## src/design/ppd_delay.sv

```systemverilog
// ----------------------------------------------------------------------------
// ppd_delay: enabled delay line
// Holds a word for a fixed number of pipeline steps so that it meets the
// values computed alongside it.
// ----------------------------------------------------------------------------
module ppd_delay #(
   parameter int WIDTH = 64,
   parameter int DEPTH = 4
) (
   input  logic             clock,
   input  logic             en,
   input  logic [WIDTH-1:0] din,
   output logic [WIDTH-1:0] dout
);

   logic [WIDTH-1:0] tap_ff [0:DEPTH-1];

   always_ff @(posedge clock) begin
      if (en) begin
         tap_ff[0] <= din;
         for (int i = 1; i < DEPTH; i++) begin
            tap_ff[i] <= tap_ff[i-1];
         end
      end
   end

   assign dout = tap_ff[DEPTH-1];

endmodule

```

## config.mk

```make
export PLATFORM = sky130hd
export DESIGN_NAME = ppd_delay
export DESIGN_NICKNAME = d
export VERILOG_FILES = /design/src/design/ppd_delay.sv
export SDC_FILE = /design/constraint.sdc
export NUM_CORES = 1
export LEC_CHECK = 0
export ABC_AREA = 1
export BUFFER_PORTS_ARGS = -buffer_cell sky130_fd_sc_hd__buf_2
export CAP_MARGIN = 20
export CELL_PAD_IN_SITES_DETAIL_PLACEMENT = 0
export CELL_PAD_IN_SITES_GLOBAL_PLACEMENT = 1
export CORE_ASPECT_RATIO = 0.75
export CORE_MARGIN = 4
export CORE_UTILIZATION = 48
export DETAILED_ROUTE_END_ITERATION = 12
export GPL_ROUTABILITY_DRIVEN = 0
export GPL_TIMING_DRIVEN = 1
export PLACE_DENSITY = 0.77
export SYNTH_ARGS = -nofsm -noshare
export SYNTH_HDL_FRONTEND = slang
export SYNTH_SLANG_ARGS = --single-unit
```

## constraint.sdc

```tcl
create_clock -name clock -period 0.8 [get_ports clock]
set_input_delay 0.08 -clock clock [delete_from_list [all_inputs] [get_ports clock]]
set_output_delay 0.08 -clock clock [all_outputs]
set_load 0.05 [all_outputs]
```

* Word level (Yosys, flattened, before mapping)
Memories as Yosys holds them, arrays and structs flattened.
Cells that the tools add are included.
** Cells by class
- Muxes and demuxes :: 2
** Operators with widths (number)
- 1-bit two-way mux :: 2
** Word-level totals
- RAM bits :: 256
- Output and inout bits :: 64
- Logic and storage cells :: 3
- Memories :: 1
- Register bits after elaboration :: 0
- Input port bits :: 66
** Memories
- tap_ff :: words 4, width 64, read ports 4, clocked after Yosys merged registers in 0, wr ports 4, line 16 : logic [WIDTH-1:0] tap_ff [0:DEPTH-1];

* Longest topological paths before layout
Gate-level depths: netlist (run 1).
- Word-level depth :: 2
- Gate-level depth with buffers :: 0

* Least setup slack after synthesis (run 1)
Ideal clock, no wire load.
- Path type :: register -> output
- From :: memory tap_ff[3][0]
- To :: output dout[0]
- Arrival :: 0.601 ns
- Stages on the path, launching flop included :: 1
- Buffers on the path :: 0
- Setup slack :: 0.119 ns
- Required time :: 0.720 ns
- Cells stage by stage :: edfxtp_1
** RTL lines
- from (decl) :: line 16
- to (decl) :: line 13 : output logic [WIDTH-1:0] dout

==> results of run 1 <==
stage by stage:
stage	utilization [%]	setup WS, ns	cells
global route	67.5	-0.418	711
detailed placement	56.6	-0.0683	606
CTS	67.5	-0.396	711
global placement	56.6	-0.0484	606
finish	67.5	-0.367	711
floorplan	-	0.119	256
power by group:
group | switching, mW | total, mW | internal [mW]
combinational | 1.07 | 1.80 | 0.724
sequential | 0.268 | 16.1 | 15.8
clock | 4.20 | 9.50 | 5.29
worst min-delay path by stage:
stage	start	endpoint	slack, ns	cells after the start
2_1_floorplan	din[0]	tap_ff[0][0]$_DFFE_PP_	0.18	0
3_3_place_gp	din[21]	tap_ff[0][21]$_DFFE_PP_	0.26	1
3_5_place_dp	din[21]	tap_ff[0][21]$_DFFE_PP_	0.26	1
4_1_cts	en	tap_ff[3][45]$_DFFE_PP_	0.08	2
5_1_grt	en	tap_ff[3][45]$_DFFE_PP_	0.08	2
6_report	en	tap_ff[3][45]$_DFFE_PP_	0.09	2
layer usage:
metal,track usage (%),vias to the layer above
met5,0,-
met4,2.70,0
met3,4.30,18
met2,19.5,122
met1,17.5,1542
li1,-,1518
cells in the mapped netlist:
| library cell | count |
|---|---|
| sky130_fd_sc_hd__edfxtp_1 | 256 |
repair_timing:
item / 4_1_cts / 5_1_grt
hold endpoints to repair: 64 / 0
gates resized for setup: 128 / 0
hold buffers: 64 / 0
pin swaps: 0 / 0
setup endpoints to repair: 64 / 64
placed cells by master (no fill, tap or decap), drive strengths merged:
cell type      n
buf          145
clkbuf        31
clkinv         9
clkinvlp       1
dlygate4sd3   64
edfxtp       256
logic make-up after synthesis:
logic type,Yosys count,share of synthesized area [%]
flops,256,100
area by class of cell:
| class | count | share of cell area (%) |
|---|---|---|
| Clock buffer | 31 | 5.80 |
| Timing Repair Buffer | 209 | 17.7 |
| Tap cell | 205 | 2.45 |
| Clock inverter | 10 | 0.431 |
| Sequential cell | 256 | 73.6 |
==> summary.md, run 1 <==
| Metric | Value |
|---|---|
| Number of sinks driven by the clock tree | `256` |
| Internal reg-to-reg setup slack | `0.13 ns` |
| Bufs and invs on worst path | `1` |
| Worst EP arrival | `1.09 ns` |
| Number of instances in the synthesized netlist | `256` |
| Row cnt | `39` |
| Biggest cell delay along the critical path | `0.42 ns` |
| Residual DRC count | `0` |
| Pins over their slew limit | `0` |
| Area added between synthesis and finish | `35.9%` |
| Violations in the final reports | `negative setup slack` |
| Width of the chip | `154 µm` |
| Worst-Margin Slew | `0.206 ns` |
| Highest fanout seen on the critical path | `1` |
| Area of combinational cells with multiple inputs | `0 µm²` |
| Total track usage | `12.5%` |
| HPWL after DPL | `6520 µm` |
| Fmax achieved | `857 MHz` |
| Synthesized net count | `322` |
| Number of violations reported at the end of detailed-routing iteration 0 | `192` |
| Largest net degree at the start of global routing | `41` |
| CP startpoint | `tap_ff[3][22]$_DFFE_PP_` |
| Critical path startpoint category | `register` |
| Number of stages on the worst setup path | `1` |
| Number of synthesized register bits | `256` |
| Power density cells | `2620 mW/mm²` |
| Aggregate global routing overflow | `0` |
| Leakage power summed over all cells | `3.82 nW` |
| Number of buffers created by CTS | `23` |
| FF+latch area | `0.00769 mm²` |
| Antenna violations before repair | `0` |
| Count of final hold-check violations | `0` |
| Fraction of post-synthesis cell area in the top cell type by area | `100%` |
| Worst-path clk slew | `0.06 ns` |
| Final period demand of the worst path | `1.17 ns` |
| Reg-to-reg startpoint | `tap_ff[2][37]$_DFFE_PP_` |
| Routed wl met3 | `1050 µm` |
| IR Drop Worst-Case VDD | `0.00203 V` |
| CTS root buf | `sky130_fd_sc_hd__clkbuf_16` |
| Max Root-Sink Buffers | `3` |
| Yosys top cell by area | `sky130_fd_sc_hd__edfxtp_1` |
| Fill cell total of the finished layout | `967` |
| Outcome | `complete, but fails checks` |
| Most area-consuming cells after synthesis | `sky130_fd_sc_hd__edfxtp_1` |
| Overall via count from detail_route | `3200` |
| First-pass GRT wire length | `17800 µm` |
| Biggest regs | `tap_ff x256` |
| Headroom to the max-slew limit | `86.3%` |
| Netlist area before placement | `0.00769 mm²` |
| Number of warnings printed during yosys synthesis | `0` |
| I/O pin count | `130` |
| Class of the tightest hold or removal check | `in -> reg` |
| Part of the cycle the worst path needs | `146%` |
| WS Path Type | `reg -> out` |
| Length in cells of the worst reg-to-reg path | `0` |
| Average wire per standard cell | `15.9 µm` |
| Number of different library cells in the post-synthesis netlist | `1` |
| Antenna fix cells | `0` |
| Post-route setup slack | `-0.367 ns` |
| Routed met1 length | `4670 µm` |
| Reg with most FFs | `tap_ff` |
| Vias in the first global route | `3328` |
| Avg Synthesized Cell Area | `30.0 µm²` |
| Area of the die | `0.0181 mm²` |
| Number of setup violations in the final report | `64` |
| Starting density of the core | `49.7%` |
| H-tree lvl count | `1` |
| Post-layout net count | `556` |
| Clock insertion delay at the later pin of the skew report | `0.48 ns` |
| Nature of the critical path endpoint | `output pin` |
| Clock tree skew after final layout | `0.00697 ns` |
| Y dimension of the die | `118 µm` |
| Largest register FFs | `256` |
| Largest delay contributor family on the critical path | `flip-flops` |
| Placed standard-cell area | `0.00876 mm²` |
| Antenna-violating nets left | `0` |
| Finished Cell Area | `0.0104 mm²` |
| Routed wire length on met2 | `5400 µm` |
| Buffers on Ports | `129` |
| Required arrival time at the worst endpoint | `0.72 ns` |
| Routed Wire Length | `11300 µm` |
| Drt via density | `4.50` |
| Final worst hold slack | `0.0909 ns` |
| Max Used Layer | `met4` |
| Destination of the critical timing path | `dout[22]` |
| Crit-path cells | `buf_6` |
| Share of post-route cells with drive strength above 1 | `34.0%` |
| Setup repair after global routing missed its margin | `yes` |
| Area inside the core boundary | `0.0155 mm²` |
| Total negative slack | `-20.32 ns` |
| Buffer count from post-CTS setup fixing | `0` |
| Number of detailed-routing iterations run before antenna repair | `5` |
| Max-capacitance violation count | `0` |
| R2R Path End | `tap_ff[3][37]$_DFFE_PP_` |
| Share of the yosys chip area belonging to registers | `100%` |
| Crit-path slowest cell | `sky130_fd_sc_hd__edfxtp_1` |
| Power after layout | `27.4 mW` |
| Clock tree from TritonCTS | `done` |
| Multi-input combinational cell count | `0` |
Power figures use the tool's default switching activity.
==> inputs of run 2 (changes only) <==
- BUFFER_PORTS_ARGS: -buffer_cell sky130_fd_sc_hd__buf_2 -> -buffer_cell sky130_fd_sc_hd__buf_4
- CORE_MARGIN: 4 -> 1.5
- RECOVER_POWER: unset -> 100
==> summary.md, run 2 (synthesized netlist as in run 1, its figures left out) <==
| Metric | Value |
|---|---|
| Outcome | `complete, but fails checks` |
| Violations in the final reports | `negative setup slack` |
| Post-layout net count | `557` |
| Worst Min Path Start | `en` |
| Y dimension of the die | `113 µm` |
| Critical path startpoint category | `register` |
| IR Drop Worst-Case VDD | `0.00220 V` |
| Biggest cell delay along the critical path | `0.44 ns` |
| R2R Path End | `tap_ff[3][44]$_DFFE_PP_` |
| Fill cell total of the finished layout | `952` |
| Antenna violations before repair | `1` |
| Part of the cycle the worst path needs | `150%` |
| Worst Hold Path Cells | `2` |
| Antenna-violating nets left | `0` |
| Minimum setup slack after placement | `-0.114 ns` |
| Number of setup violations in the final report | `69` |
| Number of detailed-routing iterations run before antenna repair | `4` |
| Average wire per standard cell | `15.7 µm` |
| Aggregate global routing overflow | `0` |
| Buffers on Ports | `129` |
| I/O pin count | `130` |
| Share of post-route cells with drive strength above 1 | `34.0%` |
| Residual DRC count | `0` |
| Power after layout | `28.7 mW` |
| Width of the chip | `149 µm` |
| Number of stages on the worst setup path | `1` |
| Most used cells in the layout excluding fill and tap cells | `sky130_fd_sc_hd__edfxtp_1, sky130_fd_sc_hd__buf_6, sky130_fd_sc_hd__dlygate4sd3_1, sky130_fd_sc_hd__clkbuf_4, sky130_fd_sc_hd__clkbuf_16` |
| WS Path Type | `reg -> out` |
| Max Root-Sink Buffers | `3` |
| Starting density of the core | `49.9%` |
| Most common cell after layout, fill and taps aside | `sky130_fd_sc_hd__edfxtp_1` |
| Worst-path clk slew | `0.06 ns` |
| Worst EP arrival | `1.12 ns` |
| Clock tree from TritonCTS | `done` |
| Setup repair after global routing missed its margin | `yes` |
| Number of violations reported at the end of detailed-routing iteration 0 | `128` |
| Largest net degree at the start of global routing | `41` |
| Clock insertion delay at the later pin of the skew report | `0.50 ns` |
| Share of power burned in the clock network | `37.6%` |
| Count of final hold-check violations | `0` |
| Class of the tightest hold or removal check | `in -> reg` |
| Area added between synthesis and finish | `38.5%` |
| Routed Wire Length | `11200 µm` |
| Total internal power | `22.9 mW` |
| Leakage power summed over all cells | `3.89 nW` |
| Largest delay contributor family on the critical path | `flip-flops` |
| Number of buffers created by CTS | `24` |
| Fmax achieved | `834 MHz` |
| HPWL after DPL | `6450 µm` |
| Required arrival time at the worst endpoint | `0.72 ns` |
| Highest fanout seen on the critical path | `1` |
| Nature of the critical path endpoint | `output pin` |
| Bufs and invs on worst path | `1` |
| Multi-input combinational cell count | `0` |
| Max-capacitance violation count | `0` |
| Pins over their slew limit | `0` |
| Core utilization of the finished layout | `69.1%` |
| Post-route setup slack | `-0.399 ns` |
| Final period demand of the worst path | `1.20 ns` |
| CTS root buf | `sky130_fd_sc_hd__clkbuf_16` |
| Headroom to the max-slew limit | `67.7%` |
| Largest register FFs | `256` |
| Proportion of total power due to net switching | `20.2%` |
| Internal reg-to-reg setup slack | `0.13 ns` |
| Power density cells | `2690 mW/mm²` |
| Worst hold path endpoint | `tap_ff[2][26]$_DFFE_PP_` |
| Power share of the sequential group | `56.1%` |
| Total negative slack | `-22.72 ns` |
| H-tree lvl count | `1` |
| Drt via density | `4.53` |
| Row cnt | `39` |
| Buffer count from post-CTS setup fixing | `0` |
| Overall via count from detail_route | `3238` |
| Reg-to-reg startpoint | `tap_ff[2][44]$_DFFE_PP_` |
| Switching power of the nets | `5.79 mW` |
| Vias in the first global route | `3224` |
| Area inside the core boundary | `0.0154 mm²` |
| Crit-path cells | `buf_6` |
| Biggest regs | `tap_ff x256` |
| Combinational share of power | `6.4%` |
| Total track usage | `13.7%` |
| Clock tree skew after final layout | `0.0102 ns` |
| Number of sinks driven by the clock tree | `256` |
| Area of the die | `0.0168 mm²` |
| Length in cells of the worst reg-to-reg path | `0` |
| Worst-Margin Slew | `0.484 ns` |
| Area of combinational cells with multiple inputs | `0 µm²` |
| Crit-path slowest cell | `sky130_fd_sc_hd__edfxtp_1` |
| Reg with most FFs | `tap_ff` |
| First-pass GRT wire length | `17000 µm` |
## run 2: cell types whose count changed in the layout (fill, tap and decap cells not counted), moves of 2 or more
cell                        change
sky130_fd_sc_hd__buf_2         -62
sky130_fd_sc_hd__clkbuf_4      +58
sky130_fd_sc_hd__buf_4         -13
sky130_fd_sc_hd__clkbuf_2       +9
sky130_fd_sc_hd__buf_6          +5
sky130_fd_sc_hd__clkinv_2       +4
sky130_fd_sc_hd__buf_12         -3
sky130_fd_sc_hd__bufinv_16      +2
sky130_fd_sc_hd__clkbuf_16      +2
## run 2: through the flow
| step | instances | hold WS, ns | instance area, µm² |
|---|---|---|---|
| after floorplan | 256 | 0.179 | 7690 |
| after global placement | 605 | 0.258 | 9090 |
| after detailed placement | 605 | 0.259 | 9090 |
| after CTS | 714 | 0.0750 | 10700 |
| after global routing | 715 | 0.295 | 10600 |
| final | 715 | 0.269 | 10600 |
## run 2: timing repair
action / CTS / global route
resized for setup: 64 / 0
hold endpoints to repair: 69 / 5
setup endpoints to repair: 64 / 69
hold buffers: 65 / 1
## run 2: worst max path at each step
stage,startpoint,endpoint,slack [ns]
4_1_cts,tap_ff[3][38]$_DFFE_PP_,dout[38],-0.44
3_3_place_gp,en,tap_ff[3][35]$_DFFE_PP_,-0.1
5_1_grt,tap_ff[3][38]$_DFFE_PP_,dout[38],-0.43
2_1_floorplan,tap_ff[3][0]$_DFFE_PP_,dout[0],0.12
6_report,tap_ff[3][38]$_DFFE_PP_,dout[38],-0.40
3_5_place_dp,en,tap_ff[0][6]$_DFFE_PP_,-0.11
## run 2: layout make-up
type | count | area (µm²) | area share [%]
Tap cell | 205 | 256 | 2.41
Antenna cell | 1 | 2.50 | 0.0235
Timing Repair Buffer | 209 | 1940 | 18.2
Clock buffer | 28 | 637 | 5.98
Sequential cell | 256 | 7690 | 72.2
Clock inverter | 16 | 125 | 1.17
## run 2: power groups by stage
stage	clock network [mW]	registers, mW	logic [mW]
finish	10.8	16.1	1.83
global route	11.6	16.2	1.92
CTS	11.1	16.1	1.91
detailed placement	0	16.3	1.55
global placement	0	16.3	1.52
floorplan	0	16.9	0
## run 2: routing by layer
layer | share of wire [%] | routed length [µm] | up-vias | global-route usage (%)
met5 | 0 | 0 | - | 0
met4 | 3.0 | 339 | 0 | 4.62
met3 | 6.9 | 779 | 26 | 4.11
met2 | 46 | 5200 | 118 | 20.7
met1 | 44 | 4930 | 1565 | 19.2
li1 | - | - | 1529 | -
